## src/sv/mrac_pkg.sv

```systemverilog
// shared types, constants and helpers of the register access checker
// no dependencies
package mrac_pkg;

  localparam int unsigned RegionBytesDef = 4096;
  localparam int unsigned DescSlotsDef   = 5;
  localparam int unsigned DescW          = 43;
  localparam int unsigned CfgIdxW        = 3;
  localparam int unsigned CfgDataW       = 43;

  typedef enum logic [2:0] {
    ST_OK          = 3'd0,
    ST_BAD_WIDTH   = 3'd1,
    ST_OUT_REGION  = 3'd2,
    ST_UNKNOWN     = 3'd3,
    ST_MISALIGNED  = 3'd4,
    ST_OUT_REG     = 3'd5,
    ST_DIR_DENIED  = 3'd6
  } status_e;

  typedef enum logic [CfgIdxW-1:0] {
    CFG_REGION_BASE = 3'd0,
    CFG_REGION_LAST = 3'd1,
    CFG_DESC_IN_USE = 3'd2,
    CFG_DESC_0      = 3'd3
  } cfg_idx_e;

  typedef struct packed {
    logic        aligned;
    logic [1:0]  dirs;
    logic [3:0]  widths;
    logic [11:0] stride;
    logic [11:0] last;
    logic [11:0] first;
  } desc_t;

  typedef struct packed {
    status_e     status;
    logic        write_op;
    logic [31:0] offset;
    logic [3:0]  len;
    logic [63:0] data;
  } item_t;

  function automatic logic [3:0] width_bit(input logic [3:0] len);
    logic [3:0] w;
    case (len)
      4'd1:    w = 4'b0001;
      4'd2:    w = 4'b0010;
      4'd4:    w = 4'b0100;
      4'd8:    w = 4'b1000;
      default: w = 4'b0000;
    endcase
    return w;
  endfunction

endpackage

```

## src/sv/mrac_queue.sv

```systemverilog
// two-entry queue of classified accesses between front and back
// depends on mrac_pkg
module mrac_queue (
  input  logic            clk_i,
  input  logic            rst_ni,
  input  logic            push_valid_i,
  output logic            push_ready_o,
  input  mrac_pkg::item_t push_item_i,
  output logic            pop_valid_o,
  input  logic            pop_ready_i,
  output mrac_pkg::item_t pop_item_o
);
  import mrac_pkg::*;

  item_t      ent_q [2];
  logic       wp_q, rp_q;
  logic [1:0] cnt_q;
  logic       push, pop;

  assign push_ready_o = (cnt_q != 2'd2);
  assign pop_valid_o  = (cnt_q != 2'd0);
  assign pop_item_o   = ent_q[rp_q];
  assign push = push_valid_i && push_ready_o;
  assign pop  = pop_valid_o && pop_ready_i;

  always_ff @(posedge clk_i or negedge rst_ni) begin
    if (!rst_ni) begin
      wp_q  <= 1'b0;
      rp_q  <= 1'b0;
      cnt_q <= 2'd0;
    end else begin
      if (push) wp_q <= ~wp_q;
      if (pop)  rp_q <= ~rp_q;
      cnt_q <= cnt_q + 2'(push) - 2'(pop);
    end
  end

  always_ff @(posedge clk_i) begin
    if (push) ent_q[wp_q] <= push_item_i;
  end

endmodule

```

## config.mk

```make
export PLATFORM = sky130hd
export DESIGN_NAME = mrac_queue
export DESIGN_NICKNAME = d
export VERILOG_FILES = /design/src/sv/mrac_pkg.sv /design/src/sv/mrac_queue.sv
export SDC_FILE = /design/constraint.sdc
export NUM_CORES = 1
export LEC_CHECK = 0
export BUFFER_PORTS_ARGS = -buffer_cell sky130_fd_sc_hd__clkbuf_2
export CORE_ASPECT_RATIO = 0.6
export CORE_UTILIZATION = 50
export DETAILED_ROUTE_END_ITERATION = 12
export PLACE_DENSITY = 0.74
export SYNTH_ARGS = -nofsm -noshare
export SYNTH_HDL_FRONTEND = slang
export SYNTH_SLANG_ARGS = --single-unit
export TNS_END_PERCENT = 50
```

## constraint.sdc

```tcl
create_clock -name clk_i -period 6.5 [get_ports clk_i]
set_input_delay 0.975 -clock clk_i [delete_from_list [all_inputs] [get_ports clk_i]]
set_output_delay 0.975 -clock clk_i [all_outputs]
set_load 0.05 [all_outputs]
```

==> metrics.csv <==
metric;value;unit
status;complete, no violations;
fin_crit;3.97;ns
synth_seq_area_share;0.798;
wire_per_inst;18.2;um
cts.clk_slew.worst_paths;0.06;ns
cts_root_buf;clkbuf_16;
rsz0062_at_grt;false;
slowest_stage;dfrtp_4;
start_kind;flip-flop;
cts.sinks;212;
io_pins;214;
clkLatencyLatePin;0.48;ns
rows;35;
worst_slew_pin_slew;0.990;ns
cts_inserted_buffers;20;
r2r-end;ent_q[1][45];
max_stage_delay;1.07;ns
coreArea;0.0155;sq mm
cp.required;5.52;ns
syn_to_final_growth;23.0;%
power.leakage;3.85;nW
die-height;99.7;um
grt_pass1_wl;21700;um
die_area;0.0164;sq mm
portBuffers;213;
clock_path_buffers;3;
synth_cell_type_count;18;
drtAntennaViolNets;0;
avgSynthCellArea;23.3;sq um
final_util;0.633;
syn_area;0.00795;sq mm
multi_input_area;0.00146;sq mm
grt_pass1_vias;4114;
wl;14300;um
hold_buffers;0;
ctsResizeCount;0;
num_vias;3968;
end_kind;output port;
yosys_register_bits;212;
layout.nets;678;
gp_congestion;0.768;
r2r_cells;3;
cts_setup_buffers;0;
diodes;0;
grt_max_degree;64;
max-slew-margin-rel;0.340;
fill_cells;1108;
cp_cell_sequence;buf_4, mux2_2, clkbuf_2;
antenna_found_initial;0;
setup_violations;0;
synthCells;341;
synthesis.nets;451;
grtUsageTotal;0.176;
register_area;0.00635;sq mm
die_x;165;um
drt_pass1_iterations;4;
ys_warn_count;0;
setup_tns;0;ns
drt-initial-drc-count;210;
worstSetupPathType;reg -> out;
post_drt_via_cell_ratio;5.05;
drv_slew;0;
worstPathArrival;2.99;ns
drc;0;
hpwl;9580;um
fin_skew;0.00684;ns
r2r-start;cnt_q[1];
crit_fanout;61;
cap_violations;0;
cts_tree;done;
cellPowerDensity;542;mW/mm^2
hold_viol;0;
holdCritPathClass;in -> async;
max_freq;252;MHz
peakVddDrop;0.312;mV
grt_overflow;0;
htree_num_levels;1;
regToRegSetupSlack;4.18;ns
drive_gt1_frac;0.607;
start_util;0.514;
post-route-period-util;0.610;
critical path, delay by kind of cell, from the launching register on:
kind | cells | cell delay, ns
buffers and inverters | 2 | 0.94
DFF | 1 | 1.07
muxes | 1 | 0.42
cells in the mapped netlist, drive strengths merged:
cell type,number,area [sq um]
and2,1,6.26
dfrtp,4,100
xnor2,3,26.3
inv,1,3.75
xor2,1,8.76
mux2,104,1360
buf,12,151
nand2,1,3.75
edfxtp,208,6250
ha,2,25.0
nor2,1,3.75
or2,1,6.26
nand2b,1,6.26
and3,1,6.26
stage by stage:
stage	instance area, sq um	hold slack [ns]	instances	setup WS, ns	total power (W)
finish	9780	0.295	785	2.53	0.00530
global route	9780	0.277	785	2.40	0.00552
CTS	9780	0.278	785	2.52	0.00536
detailed placement	9170	0.529	749	3.04	0.00427
global placement	9170	0.493	749	3.09	0.00423
floorplan	7950	0.461	341	0.510	0.00391
area by class of cell:
cell class,count,share of cell area
multi-input combinational,116,0.150
inverter,1,0.000384
clock inverter,9,0.00461
tap,203,0.0260
clock buffer,27,0.0581
timing repair buffer,217,0.112
sequential,212,0.649
cell families (layout without fill, tap and decap cells):
family                     count (synthesis)  in the layout  share of synthesized area
xor gates and xnor gates                   4              4                    0.00441
adders and majority gates                  2              2                    0.00315
buffers and inverters                     13            254                     0.0195
DFF                                      212            212                      0.798
muxes                                    104            104                      0.171
and+or+nand+nor                            6              6                    0.00409
worst max-delay path by stage:
stage	slack, ns	to	start
2_1_floorplan	0.51	ent_q[0][0]	push_valid_i
3_3_place_gp	3.09	pop_item_o[39]	rp_q
3_5_place_dp	3.04	pop_item_o[42]	rp_q
4_1_cts	2.52	pop_item_o[42]	rp_q
5_1_grt	2.40	pop_item_o[36]	rp_q
6_report	2.53	pop_item_o[42]	rp_q
registers in the layout, summed over array words and instances, names as in the netlist:
signal  cells
cnt_q       2
ent_q     208
rp_q        1
wp_q        1
cell usage in the layout, fill, tap and decap left out, drive strengths merged:
cell / netlist / final
and2: 1 / 1
and3: 1 / 1
buf: 12 / 4
clkbuf: 0 / 240
clkinv: 0 / 7
clkinvlp: 0 / 2
dfrtp: 4 / 4
edfxtp: 208 / 208
ha: 2 / 2
inv: 1 / 1
mux2: 104 / 104
nand2: 1 / 1
nand2b: 1 / 1
nor2: 1 / 1
or2: 1 / 1
xnor2: 3 / 3
xor2: 1 / 1
routing by layer:
metal  vias up  part of all wire  global-route usage
met5         -                 0                   0
met4         0             0.014              0.0445
met3        14             0.079              0.0505
met2       177              0.46               0.276
met1      1965              0.45               0.242
li1       1812                 -                   -
power breakdown:
group	internal, W	switching (W)	leakage [nW]
Clock	0.000613	0.000464	0.296
Sequential	0.00187	0.000165	1.98
Combinational	0.000644	0.00154	1.57
Power figures use the tool's default switching activity.
