**config.mk**
```make
export PLATFORM = sky130hd
export DESIGN_NAME = mrac_front_flat
export DESIGN_NICKNAME = d
export VERILOG_FILES = /design/src/sv/mrac_pkg.sv /design/src/sv/mrac_if.sv /design/src/sv/mrac_front.sv /design/src/flat_wrapper.sv
export SDC_FILE = /design/constraint.sdc
export NUM_CORES = 1
export LEC_CHECK = 0
export ABC_AREA = 1
export BUFFER_PORTS_ARGS = -buffer_cell sky130_fd_sc_hd__buf_2
export CORE_ASPECT_RATIO = 1.75
export CORE_MARGIN = 5
export CORE_UTILIZATION = 45
export CTS_BUF_LIST = sky130_fd_sc_hd__clkbuf_4
export DETAILED_ROUTE_END_ITERATION = 10
export PLACE_DENSITY_LB_ADDON = 0.15
export REMOVE_ABC_BUFFERS = 1
export SLEW_MARGIN = 10
export SYNTH_ARGS = -nofsm -noshare
export SYNTH_HDL_FRONTEND = slang
export SYNTH_SLANG_ARGS = --single-unit
```
**constraint.sdc**
```tcl
create_clock -name clk_i -period 6.3 [get_ports clk_i]
set_input_delay 0.63 -clock clk_i [delete_from_list [all_inputs] [get_ports clk_i]]
set_output_delay 0.63 -clock clk_i [all_outputs]
set_load 0.01 [all_outputs]
```
**src/sv/mrac_pkg.sv**
```systemverilog
// shared types, constants and helpers of the register access checker
// no dependencies
package mrac_pkg;

  localparam int unsigned RegionBytesDef = 4096;
  localparam int unsigned DescSlotsDef   = 5;
  localparam int unsigned DescW          = 43;
  localparam int unsigned CfgIdxW        = 3;
  localparam int unsigned CfgDataW       = 43;

  typedef enum logic [2:0] {
    ST_OK          = 3'd0,
    ST_BAD_WIDTH   = 3'd1,
    ST_OUT_REGION  = 3'd2,
    ST_UNKNOWN     = 3'd3,
    ST_MISALIGNED  = 3'd4,
    ST_OUT_REG     = 3'd5,
    ST_DIR_DENIED  = 3'd6
  } status_e;

  typedef enum logic [CfgIdxW-1:0] {
    CFG_REGION_BASE = 3'd0,
    CFG_REGION_LAST = 3'd1,
    CFG_DESC_IN_USE = 3'd2,
    CFG_DESC_0      = 3'd3
  } cfg_idx_e;

  typedef struct packed {
    logic        aligned;
    logic [1:0]  dirs;
    logic [3:0]  widths;
    logic [11:0] stride;
    logic [11:0] last;
    logic [11:0] first;
  } desc_t;

  typedef struct packed {
    status_e     status;
    logic        write_op;
    logic [31:0] offset;
    logic [3:0]  len;
    logic [63:0] data;
  } item_t;

  function automatic logic [3:0] width_bit(input logic [3:0] len);
    logic [3:0] w;
    case (len)
      4'd1:    w = 4'b0001;
      4'd2:    w = 4'b0010;
      4'd4:    w = 4'b0100;
      4'd8:    w = 4'b1000;
      default: w = 4'b0000;
    endcase
    return w;
  endfunction

endpackage

```
**src/sv/mrac_if.sv**
```systemverilog
// channel interfaces: access in, result out, configuration write
// depends on mrac_pkg
interface mrac_in_if;
  logic        valid;
  logic        ready;
  logic        action;
  logic [31:0] addr;
  logic [3:0]  len;
  logic [63:0] write_data;
  modport source (output valid, action, addr, len, write_data, input ready);
  modport sink   (input valid, action, addr, len, write_data, output ready);
endinterface


interface mrac_cfg_if;
  logic                            valid;
  logic                            ready;
  logic [mrac_pkg::CfgIdxW-1:0]    index;
  logic [mrac_pkg::CfgDataW-1:0]   data;
  modport source (output valid, index, data, input ready);
  modport sink   (input valid, index, data, output ready);
endinterface

```
**src/sv/mrac_front.sv**
```systemverilog
// front part: configuration registers, length/region checks, descriptor walk
// with a shared bit-serial remainder unit; depends on mrac_pkg, mrac_if
module mrac_front #(
  parameter int unsigned DescSlots = mrac_pkg::DescSlotsDef
) (
  input  logic                clk_i,
  input  logic                rst_ni,
  mrac_cfg_if.sink            cfg_i,
  mrac_in_if.sink             in_i,
  output logic                push_valid_o,
  input  logic                push_ready_i,
  output mrac_pkg::item_t     push_item_o
);
  import mrac_pkg::*;

  localparam int unsigned IW = $clog2(DescSlots + 1);
  localparam int unsigned DW = (DescSlots > 1) ? $clog2(DescSlots) : 1;

  typedef enum logic [4:0] {
    F_IDLE = 5'b00001,
    F_DESC = 5'b00010,
    F_DIV  = 5'b00100,
    F_EVAL = 5'b01000,
    F_PUSH = 5'b10000
  } fstate_e;

  logic [31:0]      base_q, last_q;
  logic [2:0]       in_use_q;
  logic [DescW-1:0] desc_q [DescSlots];

  fstate_e     state_q, state_d;
  item_t       item_q, item_d;
  logic        unal_q, unal_d;
  logic [3:0]  wbit_q, wbit_d;
  logic [IW-1:0] idx_q, idx_d;
  logic [11:0] rem_q, rem_d, dvd_q, dvd_d;
  logic [3:0]  step_q, step_d;

  logic [IW-1:0] count;
  logic [2:0]    slot;
  desc_t         d;
  logic [12:0]   trial, room;
  logic [32:0]   end_addr;
  logic [3:0]    wb_in;

  assign cfg_i.ready = 1'b1;
  assign slot = cfg_i.index - CFG_DESC_0;

  always_ff @(posedge clk_i or negedge rst_ni) begin
    if (!rst_ni) begin
      base_q   <= '0;
      last_q   <= 32'd4095;
      in_use_q <= '0;
      for (int i = 0; i < DescSlots; i++) desc_q[i] <= '0;
    end else if (cfg_i.valid) begin
      case (cfg_i.index)
        CFG_REGION_BASE: base_q   <= cfg_i.data[31:0];
        CFG_REGION_LAST: last_q   <= cfg_i.data[31:0];
        CFG_DESC_IN_USE: in_use_q <= cfg_i.data[2:0];
        default: begin
          if (32'(slot) < DescSlots) desc_q[slot[DW-1:0]] <= cfg_i.data[DescW-1:0];
        end
      endcase
    end
  end

  // descriptors beyond the slot count are never consulted
  assign count = (32'(in_use_q) > DescSlots) ? IW'(DescSlots) : IW'(in_use_q);
  assign d     = desc_t'(desc_q[idx_q[DW-1:0]]);
  assign trial = {rem_q, dvd_q[11]};
  assign room  = {1'b0, d.last} - {1'b0, item_q.offset[11:0]} + 13'd1;
  assign end_addr = {1'b0, in_i.addr} + 33'(in_i.len) - 33'd1;
  assign wb_in = width_bit(in_i.len);

  assign in_i.ready   = (state_q == F_IDLE);
  assign push_valid_o = (state_q == F_PUSH);
  assign push_item_o  = item_q;

  always_comb begin
    state_d = state_q;
    item_d  = item_q;
    unal_d  = unal_q;
    wbit_d  = wbit_q;
    idx_d   = idx_q;
    rem_d   = rem_q;
    dvd_d   = dvd_q;
    step_d  = step_q;
    case (state_q)
      F_IDLE: begin
        if (in_i.valid) begin
          item_d.write_op = in_i.action;
          item_d.offset   = in_i.addr - base_q;
          item_d.len      = in_i.len;
          item_d.data     = in_i.write_data;
          wbit_d = wb_in;
          unal_d = (in_i.addr[3:0] & (in_i.len - 4'd1)) != 4'd0;
          idx_d  = '0;
          if (wb_in == 4'd0) begin
            item_d.status = ST_BAD_WIDTH;
            state_d = F_PUSH;
          end else if (in_i.addr < base_q || end_addr > {1'b0, last_q}) begin
            item_d.status = ST_OUT_REGION;
            state_d = F_PUSH;
          end else if (in_use_q == 3'd0) begin
            item_d.status = ST_OK;
            state_d = F_PUSH;
          end else begin
            item_d.status = ST_UNKNOWN;
            state_d = F_DESC;
          end
        end
      end
      F_DESC: begin
        if (idx_q == count) begin
          state_d = F_PUSH;
        end else if (item_q.offset < 32'(d.first) || item_q.offset > 32'(d.last)) begin
          idx_d = idx_q + IW'(1);
        end else if (d.stride == 12'd0) begin
          item_d.status = (d.aligned && unal_q) ? ST_MISALIGNED : ST_OUT_REG;
          idx_d = idx_q + IW'(1);
        end else begin
          // offset lies within first..last, so it fits twelve bits
          dvd_d   = item_q.offset[11:0] - d.first;
          rem_d   = '0;
          step_d  = '0;
          state_d = F_DIV;
        end
      end
      F_DIV: begin
        dvd_d = {dvd_q[10:0], 1'b0};
        rem_d = (trial >= {1'b0, d.stride}) ? 12'(trial - {1'b0, d.stride}) : trial[11:0];
        step_d = step_q + 4'd1;
        if (step_q == 4'd11) state_d = F_EVAL;
      end
      F_EVAL: begin
        state_d = F_DESC;
        idx_d   = idx_q + IW'(1);
        if (rem_q != 12'd0) begin
          item_d.status = (d.aligned && unal_q) ? ST_MISALIGNED : ST_OUT_REG;
        end else if ({9'd0, item_q.len} > room) begin
          item_d.status = ST_OUT_REG;
        end else if ((d.widths & wbit_q) == 4'd0) begin
          item_d.status = ST_BAD_WIDTH;
        end else if (d.aligned && unal_q) begin
          item_d.status = ST_MISALIGNED;
        end else if (!d.dirs[item_q.write_op]) begin
          item_d.status = ST_DIR_DENIED;
        end else begin
          item_d.status = ST_OK;
          state_d = F_PUSH;
        end
      end
      F_PUSH: begin
        if (push_ready_i) state_d = F_IDLE;
      end
      default: state_d = F_IDLE;
    endcase
  end

  always_ff @(posedge clk_i or negedge rst_ni) begin
    if (!rst_ni) begin
      state_q <= F_IDLE;
      idx_q   <= '0;
      step_q  <= '0;
    end else begin
      state_q <= state_d;
      idx_q   <= idx_d;
      step_q  <= step_d;
    end
  end

  always_ff @(posedge clk_i) begin
    item_q <= item_d;
    unal_q <= unal_d;
    wbit_q <= wbit_d;
    rem_q  <= rem_d;
    dvd_q  <= dvd_d;
  end

endmodule

```
**src/flat_wrapper.sv**
```systemverilog
// flat-port wrapper written by rule: the top's interface ports become plain ports
module mrac_front_flat import mrac_pkg::*;
#(
  parameter int unsigned DescSlots = mrac_pkg::DescSlotsDef
)
  (clk_i, rst_ni, push_valid_o, push_ready_i, push_item_o, cfg_i_valid, cfg_i_index, cfg_i_data, cfg_i_ready, in_i_valid, in_i_action, in_i_addr, in_i_len, in_i_write_data, in_i_ready);
  mrac_cfg_if cfg_i_i ();
  mrac_in_if in_i_i ();
  input  logic clk_i;
  input  logic rst_ni;
  output logic push_valid_o;
  input  logic push_ready_i;
  output mrac_pkg::item_t push_item_o;
  input wire logic [$bits(cfg_i_i.valid)-1:0] cfg_i_valid;
  input wire logic [$bits(cfg_i_i.index)-1:0] cfg_i_index;
  input wire logic [$bits(cfg_i_i.data)-1:0] cfg_i_data;
  output wire logic [$bits(cfg_i_i.ready)-1:0] cfg_i_ready;
  input wire logic [$bits(in_i_i.valid)-1:0] in_i_valid;
  input wire logic [$bits(in_i_i.action)-1:0] in_i_action;
  input wire logic [$bits(in_i_i.addr)-1:0] in_i_addr;
  input wire logic [$bits(in_i_i.len)-1:0] in_i_len;
  input wire logic [$bits(in_i_i.write_data)-1:0] in_i_write_data;
  output wire logic [$bits(in_i_i.ready)-1:0] in_i_ready;
  assign cfg_i_i.valid = cfg_i_valid;
  assign cfg_i_i.index = cfg_i_index;
  assign cfg_i_i.data = cfg_i_data;
  assign cfg_i_ready = cfg_i_i.ready;
  assign in_i_i.valid = in_i_valid;
  assign in_i_i.action = in_i_action;
  assign in_i_i.addr = in_i_addr;
  assign in_i_i.len = in_i_len;
  assign in_i_i.write_data = in_i_write_data;
  assign in_i_ready = in_i_i.ready;
  mrac_front #(.DescSlots(DescSlots)) u_core (.clk_i(clk_i), .rst_ni(rst_ni), .cfg_i(cfg_i_i), .in_i(in_i_i), .push_valid_o(push_valid_o), .push_ready_i(push_ready_i), .push_item_o(push_item_o));
endmodule
```
==> results of run 1 <==
## kinds of logic (layout without fill, tap and decap cells)
| kind of cell | count (synthesis) | in the layout | share of synthesized area, % |
|---|---|---|---|
| compound gates | 704 | 704 | 16.7 |
| flops | 427 | 427 | 47.8 |
| buf+inv | 454 | 876 | 7.58 |
| other cells | 1 | 4 | 0.0158 |
| simple gates | 874 | 874 | 15.2 |
| fa+ha+maj | 179 | 179 | 9.58 |
| xor+xnor | 86 | 86 | 3.17 |
## worst paths after layout
| kind | endpoint | slack (ns) |
|---|---|---|
| setup reg to reg | u_core.state_q[1] | 1.59 |
| max in group asynchronous | u_core.idx_q[0] | 4.54 |
| hold reg to reg | u_core.desc_q[108] | 0.48 |
| setup / recovery | u_core.push_item_o[102] | 1.58 |
| hold / removal | u_core.state_q[4] | 0.1 |
| min in group asynchronous | u_core.base_q[0] | 0.35 |
## cell usage in the layout, fill, tap and decap left out, types with 9 or more instances in the layout
cell,Yosys,routed
sky130_fd_sc_hd__o21ai_1,23,23
sky130_fd_sc_hd__nand3_1,70,68
sky130_fd_sc_hd__a21o_1,10,10
sky130_fd_sc_hd__edfxtp_1,133,133
sky130_fd_sc_hd__buf_2,14,256
sky130_fd_sc_hd__nand2_1,606,605
sky130_fd_sc_hd__nor3_1,22,22
sky130_fd_sc_hd__o21ai_0,370,370
sky130_fd_sc_hd__clkinv_1,0,21
sky130_fd_sc_hd__o21ai_2,11,11
sky130_fd_sc_hd__nor4_1,13,13
sky130_fd_sc_hd__buf_4,3,17
sky130_fd_sc_hd__a221o_1,11,11
sky130_fd_sc_hd__xor2_1,59,59
sky130_fd_sc_hd__inv_1,350,350
sky130_fd_sc_hd__a21oi_1,177,177
sky130_fd_sc_hd__dfstp_2,13,13
sky130_fd_sc_hd__o21bai_1,9,9
sky130_fd_sc_hd__xnor2_1,27,27
sky130_fd_sc_hd__dfrtp_1,281,280
sky130_fd_sc_hd__a31o_2,14,14
sky130_fd_sc_hd__a221oi_1,15,15
sky130_fd_sc_hd__clkbuf_4,0,140
sky130_fd_sc_hd__ha_1,174,174
sky130_fd_sc_hd__nor2_1,113,112
sky130_fd_sc_hd__nand4_1,24,24
sky130_fd_sc_hd__dlygate4sd3_1,0,70
## layer usage
metal	global-route usage (%)	vias to the layer above	routed length, um
met2	45.7	665	37200
met5	0	-	0
met3	3.54	193	3680
met4	11.8	0	3420
li1	-	9883	-
met1	26.5	9591	26800
## registers in the layout, indices dropped and copies added (netlist names), 5 cells and up
signal	flops
u_core.last_q	32
u_core.rem_q	12
u_core.dvd_q	12
u_core.desc_q	215
u_core.state_q	5
u_core.push_item_o	104
u_core.base_q	32
## final cells by class
class	instances	share of cell area (%)
tap	678	3.06
timing repair buffer	347	7.89
multi-input combinational	1844	38.4
clock inverter	36	0.998
inverter	353	4.80
clock buffer	140	3.79
sequential	427	41.0
antenna	3	0.0271
## timing repair
item                                   4_1_cts  5_1_grt
endpoints found under the hold margin      127        0
hold buffers                                70        0
setup buffers                                0        0
## stage by stage
| step | cells | util (%) | instance area [um2] | power (W) |
|---|---|---|---|---|
| 2_1_floorplan | 2624 | - | 23300 | 0.00632 |
| 6_report | 3828 | 52.9 | 27700 | 0.00974 |
| 5_1_grt | 3828 | 52.9 | 27700 | 0.0105 |
| 4_1_cts | 3825 | 52.9 | 27700 | 0.00984 |
| 3_5_place_dp | 3579 | 49.0 | 25700 | 0.00740 |
| 3_3_place_gp | 3579 | 49.0 | 25700 | 0.00731 |
## critical path, delay by kind of cell
family,cells,cell delay (ns)
adders and majority gates,3,0.90
buffers and inverters,4,0.80
and+or+nand+nor,10,1.34
AOI/OAI and AO/OA,6,1.46
xor gates and xnor gates,1,0.16
## power groups by stage
stage          sequential (W)  clock [W]  combinational (W)
6_report              0.00408    0.00235            0.00330
5_1_grt               0.00416    0.00257            0.00377
4_1_cts               0.00408    0.00243            0.00333
3_5_place_dp          0.00413          0            0.00327
3_3_place_gp          0.00411          0            0.00321
2_1_floorplan         0.00411          0            0.00221
==> out/qor_table.md, run 1 <==
| Parameter | This run |
|:---|:---|
| Status | finished, final reports clean |
| Number of iterations in the first detailed-routing pass | 5 |
| CTS H-tree lvls | 3 |
| Area of the core | 52400 um2 |
| Worst-case headroom to the max-slew limit | 33.3% |
| Antenna violations before repair | 2 |
| Critical setup path kind | input port to register |
| Most frequent cell after synthesis | sky130_fd_sc_hd__nand2_1 |
| Count of routing violations after the opening detailed-route iteration | 1267 |
| Worst-margin pin slew | 1.00 ns |
| Highest cell delay on the worst timing path | 0.52 ns |
| Kind of launch point of the worst setup path | input port |
| Minimum clock period | 4.72 ns |
| Sequential cell fraction of total power | 42.0% |
| Most frequent cells after synthesis | 606 x sky130_fd_sc_hd__nand2_1, 370 x sky130_fd_sc_hd__o21ai_0, 350 x sky130_fd_sc_hd__inv_1, 281 x sky130_fd_sc_hd__dfrtp_1, 177 x sky130_fd_sc_hd__a21oi_1 |
| Share of the clock period used by the worst path after layout | 74.9% |
| Power density over the cells | 352 nW/um2 |
| Cell Area, Synth | 23800 um2 |
| Horiz. Die Dim | 184 um |
| Net switching power figure | 0.00355 W |
| Final weighted congestion in routability-driven placement | 0.945 |
| Cells after Synth | 2725 |
| Layout cell share with drive strength beyond 1 | 16.1% |
| Clock transition at the registers of the reported paths | 0.08 ns |
| Cells on worst reg2reg path | 22 |
| Number of gates given a new drive strength after cts | 0 |
| Vias in the first global route | 21000 |
| Total routing resource utilization after global routing | 24.4% |
| Post-synthesis to final-layout area growth | 16.5% |
| Final-layout fill cell count | 5013 |
| Number of synthesized register bits | 427 |
| Number of nets in the layout | 3403 |
| Clock Tree Buf Depth | 3 |
| Post-route setup TNS | 0 ns |
| Remaining global-route overflow | 0 |
| Cell types occupying the most area after synthesis | sky130_fd_sc_hd__dfrtp_1 30%, sky130_fd_sc_hd__edfxtp_1 17%, sky130_fd_sc_hd__nand2_1 9.6% |
| Die height | 314 um |
| Wire length of the first global-routing pass | 111000 um |
| Total of warnings raised by yosys | 0 |
| Hold Path Class | input port to register |
| Final-report max-slew violation count | 0 |
| Worst R2R Start | u_core.idx_q[0] |
| Setup WS post-layout | 1.58 ns |
| Total of max-cap violations | 0 |
| Worst Hold Launch | push_ready_i |
| Flip-flop cell with the highest count after synthesis | sky130_fd_sc_hd__dfrtp_1 |
| Portion of synthesized cell area occupied by the leading cell type | 29.6% |
| Worst hold stages | 4 |
| Cell-internal power | 0.00618 W |
| Inserted Clock Buffers | 99 |
| Leakage | 13.5 nW |
| Count of cell types in the netlist | 67 |
| Required time worst endpoint | 6.87 ns |
| Peak Freq | 0.212 GHz |
| Max FO, Critical Path | 6 |
| Proportion of power drawn by the clock network | 24.1% |
| Switching power as a share of total power | 36.5% |
| Unrepaired setup endpoints after global routing | no |
| Hold violation count in the final report | 0 |
| Worst Setup End Kind | register |
| Crit path launch | in_i_len[3] |
| Num ports | 259 |
| Pin count of the biggest net entering global routing | 164 |
| Crit-path most repeated cell | sky130_fd_sc_hd__nand2_1 |
| Total number of vias | 20300 |
| Area of the die | 57700 um2 |
| Layout Skew | 0.0278 ns |
| Data arrival time of the critical path | 5.29 ns |
| EDFF count, synth | 133 |
| Slowest-stage cell, CP | sky130_fd_sc_hd__dlygate4sd3_1 |
| Root buffer selected by CTS | sky130_fd_sc_hd__clkbuf_4 |
| Sequential cell area | 11400 um2 |
| Final-layout worst hold slack | 0.0976 ns |
| Peak ir drop on the vdd network | 0.176 mV |
| Port buffer count | 257 |
| Total number of clock tree sinks | 427 |
| Clock Latency Late Sink | 0.83 ns |
| Via density per instance | 5.31 |
| Detail Route Antenna Nets | 0 |
| Worst slack after detailed placement | 1.35 ns |
| Final setup violating endpoints | 0 |
| Part of the total power dissipated in combinational logic | 33.9% |
| Initial Utilization | 45.4% |
| Cell accounting for the most synthesized area | sky130_fd_sc_hd__dfrtp_1 |
| Sum of routed wire length over all layers | 71100 um |
| Sequential element share of the synthesized area | 47.8% |
| Placed wire-length estimate | 50700 um |
| Cell-by-cell listing of the critical path | dlygate4sd3_1 -> buf_2 -> inv_1 -> ha_1 -> inv_1 -> ha_1 -> o21ai_0 -> o21ai_2 -> nand2_1 -> nand2_1 -> a21oi_1 -> o21bai_1 -> nand2_1 -> nand2_1 -> xor2_1 -> ha_1 -> nand2_1 -> nor2_1 -> nand4_1 -> or2_2 -> nand2_1 -> nand2_1 -> o211ai_1 -> o21ai_0 |
| CTS tree | yes |
| Site Rows | 111 |
| Average wire length per cell after detail routing | 18.6 um |
| Footprint of the multi-input gates | 10600 um2 |
| Async SR Flop Fraction | 68.9% |
| DRC violations left | 0 |
| Synthesized area per cell | 8.72 um2 |
Power figures use the tool's default switching activity.
==> inputs of run 2 (changes only) <==
==> constraint.sdc (replaced) <==
create_clock -name clk_i -period 4.37 [get_ports clk_i]
set_input_delay 0.437 -clock clk_i [delete_from_list [all_inputs] [get_ports clk_i]]
set_output_delay 0.437 -clock clk_i [all_outputs]
set_load 0.01 [all_outputs]
==> run 2 against run 1 <==
Against the previous run:
- sequential power grew 44%
- first-iteration DRC count grew 5.2%
- hold slack lost 0.026 ns
- flip-flop and latch count is the same
- clock power grew 43%
==> out/qor_table.md, run 2 (synthesis results as in run 1) <==
| Parameter | This run |
|:---|:---|
| Unrepaired setup endpoints after global routing | yes |
| Post-layout total power | 0.0141 W |
| Layout cell share with drive strength beyond 1 | 17.9% |
| Critical setup path kind | input port to register |
| Antenna violations before repair | 3 |
| Via density per instance | 5.28 |
| Number of nets in the layout | 3486 |
| Leakage | 13.9 nW |
| Worst Setup End Kind | register |
| Total number of clock tree sinks | 427 |
| Area of placed instances | 25900 um2 |
| Die height | 314 um |
| Number of cells in the finished layout apart from fillers | 3923 |
| Sum of routed wire length over all layers | 71500 um |
| Highest cell delay on the worst timing path | 0.51 ns |
| Placed wire-length estimate | 50800 um |
| Clock transition at the registers of the reported paths | 0.07 ns |
| Area of the die | 57700 um2 |
| Hold Path Class | input port to register |
| Status | finished, final reports clean |
| Layout Skew | 0.0666 ns |
| Max FO, Critical Path | 3 |
| Pin count of the biggest net entering global routing | 105 |
| Port buffer count | 257 |
| Initial Utilization | 45.4% |
| Worst-case headroom to the max-slew limit | 35.0% |
| Data arrival time of the critical path | 4.65 ns |
| Placed Cells incl. Taps | 3615 |
| Final std cell area, no fill | 28500 um2 |
| Total of max-cap violations | 0 |
| Crit-path most repeated cell | sky130_fd_sc_hd__nand2_1 |
| Worst slack after detailed placement | -0.228 ns |
| Final setup violating endpoints | 0 |
| Worst R2R Start | u_core.idx_q[0] |
| DRC violations left | 0 |
| Clock Latency Late Sink | 0.84 ns |
| Minimum clock period | 4.08 ns |
| Slowest-stage cell, CP | sky130_fd_sc_hd__dlygate4sd3_1 |
| CTS H-tree lvls | 3 |
| Area of the core | 52400 um2 |
| Remaining global-route overflow | 0 |
| Worst Hold Launch | in_i_len[1] |
| Num ports | 259 |
| Final-report max-slew violation count | 0 |
| Detail Route Antenna Nets | 0 |
| Root buffer selected by CTS | sky130_fd_sc_hd__clkbuf_4 |
| Clock Tree Buf Depth | 3 |
| Power density over the cells | 495 nW/um2 |
| Final weighted congestion in routability-driven placement | 0.948 |
| Total number of vias | 20700 |
| Most common library cell in the layout ignoring fill and taps | sky130_fd_sc_hd__nand2_1 |
| Setup WS post-layout | 0.287 ns |
| Most frequent cells in the layout | 602 x sky130_fd_sc_hd__nand2_1, 369 x sky130_fd_sc_hd__o21ai_0, 348 x sky130_fd_sc_hd__inv_1 |
| Largest register by flop count | u_core.desc_q |
| Peak ir drop on the vdd network | 0.245 mV |
| Post-route setup TNS | 0 ns |
| Worst-margin pin slew | 0.975 ns |
| CTS tree | yes |
| Crit path launch | in_i_len[0] |
| Share of the clock period used by the worst path after layout | 93.4% |
| Inserted Clock Buffers | 101 |
| Hold violation count in the final report | 0 |
| Vias in the first global route | 21400 |
| Horiz. Die Dim | 184 um |
| Kind of launch point of the worst setup path | input port |
| Site Rows | 111 |
| Required time worst endpoint | 4.93 ns |
| Number of flip-flops under the largest register name | 215 |
| Wire length of the first global-routing pass | 112000 um |
| Post-synthesis to final-layout area growth | 20.0% |
| Total routing resource utilization after global routing | 24.5% |
| Peak Freq | 0.245 GHz |
| Count of routing violations after the opening detailed-route iteration | 1333 |
| Number of iterations in the first detailed-routing pass | 6 |
| Average wire length per cell after detail routing | 18.2 um |
[run 2: what timing repair did]
action	in CTS	in global routing
endpoints found under the setup margin	0	40
endpoints found under the hold margin	364	0
hold buffers	109	0
gates resized for setup	0	28
buffers inserted	0	7
[run 2: metrics by stage]
step	hold WS (ns)	utilization, %
after floorplan	0.141	-
after global placement	0.461	49.5
after detailed placement	0.473	49.5
after CTS	0.000241	54.2
after global routing	0.00771	54.5
final	0.0716	54.5
[run 2: final timing paths]
check                                           to  slack, ns  depth (start not counted)
min                         u_core.push_item_o[65]       0.07                          2
max reg2reg                      u_core.state_q[4]       0.30                         21
min in group asynchronous         u_core.base_q[5]       0.22                          2
min reg2reg                     u_core.desc_q[118]       0.48                          2
max                        u_core.push_item_o[102]       0.29                         31
max in group asynchronous       u_core.desc_q[113]       2.98                          3
[run 2: cell type report]
cell class / count / area, um2
multi-input combinational: 1844 / 10700
inverter: 353 / 1330
tap: 678 / 848
clock inverter: 35 / 191
timing repair buffer: 428 / 2930
antenna: 3 / 7.51
clock buffer: 155 / 1160
sequential: 427 / 11400
fill: 4936 / 23800
[run 2: power breakdown]
part	internal (W)	switching (W)	leakage, nW
Sequential	0.00529	0.000594	4.92
Combinational	0.00194	0.00293	8.17
Clock	0.00169	0.00167	0.808
[run 2: layer usage]
layer | global-route usage (%) | vias to the layer above | routed length [um]
li1 | - | 10100 | -
met2 | 45.8 | 669 | 37600
met5 | 0 | - | 13
met3 | 3.64 | 184 | 3890
met4 | 11.5 | 2 | 3210
met1 | 26.9 | 9807 | 26800
[run 2: critical path, delay by kind of cell]
family / cells / cell delay, ns
and+or+nand+nor: 11 / 0.84
AOI/OAI and AO/OA: 9 / 1.36
adders and majority gates: 4 / 0.97
buffers and inverters: 6 / 0.93
xor gates and xnor gates: 1 / 0.11
==> inputs of run 3 (changes only) <==
--- a/config.mk
+++ b/config.mk
@@ -13,8 +13,10 @@
 export CTS_BUF_LIST = sky130_fd_sc_hd__clkbuf_4
 export DETAILED_ROUTE_END_ITERATION = 10
 export PLACE_DENSITY_LB_ADDON = 0.15
+export RECOVER_POWER = 100
 export REMOVE_ABC_BUFFERS = 1
 export SLEW_MARGIN = 10
 export SYNTH_ARGS = -nofsm -noshare
 export SYNTH_HDL_FRONTEND = slang
 export SYNTH_SLANG_ARGS = --single-unit
+export TNS_END_PERCENT = 30
==> run 3 against run 2 <==
Against the previous run:
- register-to-register slack is essentially flat
- global-route usage stayed put
- fmax up 0.11%
- first-iteration DRC count decreased by 0.30%
- final cell count unchanged
- flip-flop and latch count is the same
- sequential share of layout area about the same
- clock power about the same
==> out/qor_table.md, run 3 (synthesis results as in run 1) <==
| Parameter | This run |
|:---|:---|
| Placed Cells incl. Taps | 3615 |
| Worst-case headroom to the max-slew limit | 35.0% |
| Peak Freq | 0.245 GHz |
| Number of nets in the layout | 3486 |
| Total number of vias | 20700 |
| Post-synthesis to final-layout area growth | 20.0% |
| DRC violations left | 0 |
| Number of iterations in the first detailed-routing pass | 5 |
| Total routing resource utilization after global routing | 24.5% |
| Total of max-cap violations | 0 |
| Unrepaired setup endpoints after global routing | yes |
| Share of the clock period used by the worst path after layout | 93.3% |
| Horiz. Die Dim | 184 um |
| Worst-margin pin slew | 0.975 ns |
| Initial Utilization | 45.4% |
| Final setup violating endpoints | 0 |
| Num ports | 259 |
| Area of the die | 57700 um2 |
| Layout cell share with drive strength beyond 1 | 17.7% |
| Worst slack after detailed placement | -0.228 ns |
| CTS tree | yes |
| Most common library cell in the layout ignoring fill and taps | sky130_fd_sc_hd__nand2_1 |
| Number of flip-flops under the largest register name | 215 |
| Leakage | 13.9 nW |
| Setup WS post-layout | 0.291 ns |
| Vias in the first global route | 21400 |
| Data arrival time of the critical path | 4.80 ns |
| Detail Route Antenna Nets | 0 |
| Hold violation count in the final report | 0 |
| Peak ir drop on the vdd network | 0.245 mV |
| Global routing usage on met3 | 3.64% |
| Clock Latency Late Sink | 0.85 ns |
| Root buffer selected by CTS | sky130_fd_sc_hd__clkbuf_4 |
| Layout Skew | 0.0665 ns |
| Pin count of the biggest net entering global routing | 105 |
| Placed wire-length estimate | 50800 um |
| Post-route setup TNS | 0 ns |
| Antenna violations before repair | 3 |
| Hold Path Class | input port to register |
| Largest register by flop count | u_core.desc_q |
| Most used routing layer | met2 |
| Final weighted congestion in routability-driven placement | 0.948 |
| Met1 usage in global routing | 26.9% |
| Port buffer count | 257 |
| Worst setup slack for register-to-register paths | 0.29 ns |
| Worst Setup End Kind | register |
| Sum of routed wire length over all layers | 71600 um |
| Final std cell area, no fill | 28500 um2 |
| Die height | 314 um |
| Wire length of the first global-routing pass | 112000 um |
| Area of placed instances | 25900 um2 |
| Post-layout total power | 0.0141 W |
| Required time worst endpoint | 5.09 ns |
| Average wire length per cell after detail routing | 18.2 um |
| Critical setup path kind | register to register |
| Area of the core | 52400 um2 |
| Minimum clock period | 4.08 ns |
| Site Rows | 111 |
| Final-report max-slew violation count | 0 |
| CTS H-tree lvls | 3 |
| Remaining global-route overflow | 0 |
| Total number of clock tree sinks | 427 |
| Clock transition at the registers of the reported paths | 0.07 ns |
| Clock Tree Buf Depth | 3 |
| Number of cells in the finished layout apart from fillers | 3923 |
| Most frequent cells in the layout | 602 x sky130_fd_sc_hd__nand2_1, 369 x sky130_fd_sc_hd__o21ai_0, 348 x sky130_fd_sc_hd__inv_1 |
| Max FO, Critical Path | 38 |
| Inserted Clock Buffers | 101 |
| Final-layout fill cell count | 4945 |
| Status | finished, final reports clean |
| Kind of launch point of the worst setup path | register |
| Count of routing violations after the opening detailed-route iteration | 1329 |
| Power density over the cells | 495 nW/um2 |
| Met2 routing resource usage after global routing | 45.8% |
| Via density per instance | 5.28 |
-- run 3: final cells by class --
class                      count  area (um2)  share of cell area, %
tap                          678         848                   2.97
clock buffer                 155        1160                   4.08
inverter                     353        1330                   4.67
sequential                   427       11400                   39.9
multi-input combinational   1844       10700                   37.5
antenna                        3        7.51                 0.0263
clock inverter                35         191                  0.671
timing repair buffer         428        2910                   10.2
-- run 3: power by group --
part	switching (W)	leakage (nW)	internal, W
Combinational	0.00293	8.15	0.00194
Sequential	0.000595	4.92	0.00529
Clock	0.00167	0.808	0.00169
-- run 3: path summary, 6_finish.rpt --
check                                         from                 end  cells past startpoint
worst max-delay path               u_core.idx_q[0]   u_core.state_q[4]                     21
worst max register to register     u_core.idx_q[0]   u_core.state_q[4]                     21
min in group asynchronous                   rst_ni    u_core.base_q[5]                      2
worst min register to register  u_core.desc_q[118]  u_core.desc_q[118]                      2
worst min-delay path                 cfg_i_data[8]    u_core.base_q[8]                      3
max in group asynchronous                   rst_ni  u_core.desc_q[113]                      3
-- run 3: routing by layer --
layer	part of all wire (%)	wire (um)	vias to the layer above
met2	53	37600	679
li1	-	-	10100
met4	4.5	3240	2
met3	5.4	3870	190
met5	0.018	13	-
met1	37	26800	9804
-- run 3: worst max-delay path: stages (launching register included) --
cell                       delay, ns
sky130_fd_sc_hd__dfrtp_2        0.49
sky130_fd_sc_hd__inv_2          0.09
sky130_fd_sc_hd__buf_4          0.19
sky130_fd_sc_hd__buf_8          0.28
sky130_fd_sc_hd__nand2_1        0.09
sky130_fd_sc_hd__a221o_1        0.35
sky130_fd_sc_hd__o21ai_0        0.15
sky130_fd_sc_hd__ha_1           0.33
sky130_fd_sc_hd__ha_1           0.36
sky130_fd_sc_hd__a21oi_1        0.25
sky130_fd_sc_hd__o21ai_0        0.12
sky130_fd_sc_hd__a21oi_1        0.21
sky130_fd_sc_hd__xor2_1         0.17
sky130_fd_sc_hd__nand3_1        0.10
sky130_fd_sc_hd__nor2_1         0.09
sky130_fd_sc_hd__nand4_1        0.15
sky130_fd_sc_hd__nand3b_1       0.17
sky130_fd_sc_hd__o21ai_0        0.10
sky130_fd_sc_hd__inv_1          0.06
sky130_fd_sc_hd__nand2_1        0.04
sky130_fd_sc_hd__nand2_1        0.06
sky130_fd_sc_hd__nand2_1        0.06
-- run 3: through the flow --
| stage | hold slack (ns) | utilization (%) |
|---|---|---|
| after floorplan | 0.141 | - |
| after global placement | 0.461 | 49.5 |
| after detailed placement | 0.473 | 49.5 |
| after CTS | 0.000241 | 54.2 |
| after global routing | 0.00771 | 54.5 |
| final | 0.0697 | 54.5 |
-- run 3: what timing repair did --
action	CTS	global route
buffers inserted	0	7
hold endpoints to repair	364	0
hold buffers	109	0
endpoints found under the setup margin	0	40
gates resized for setup	0	28
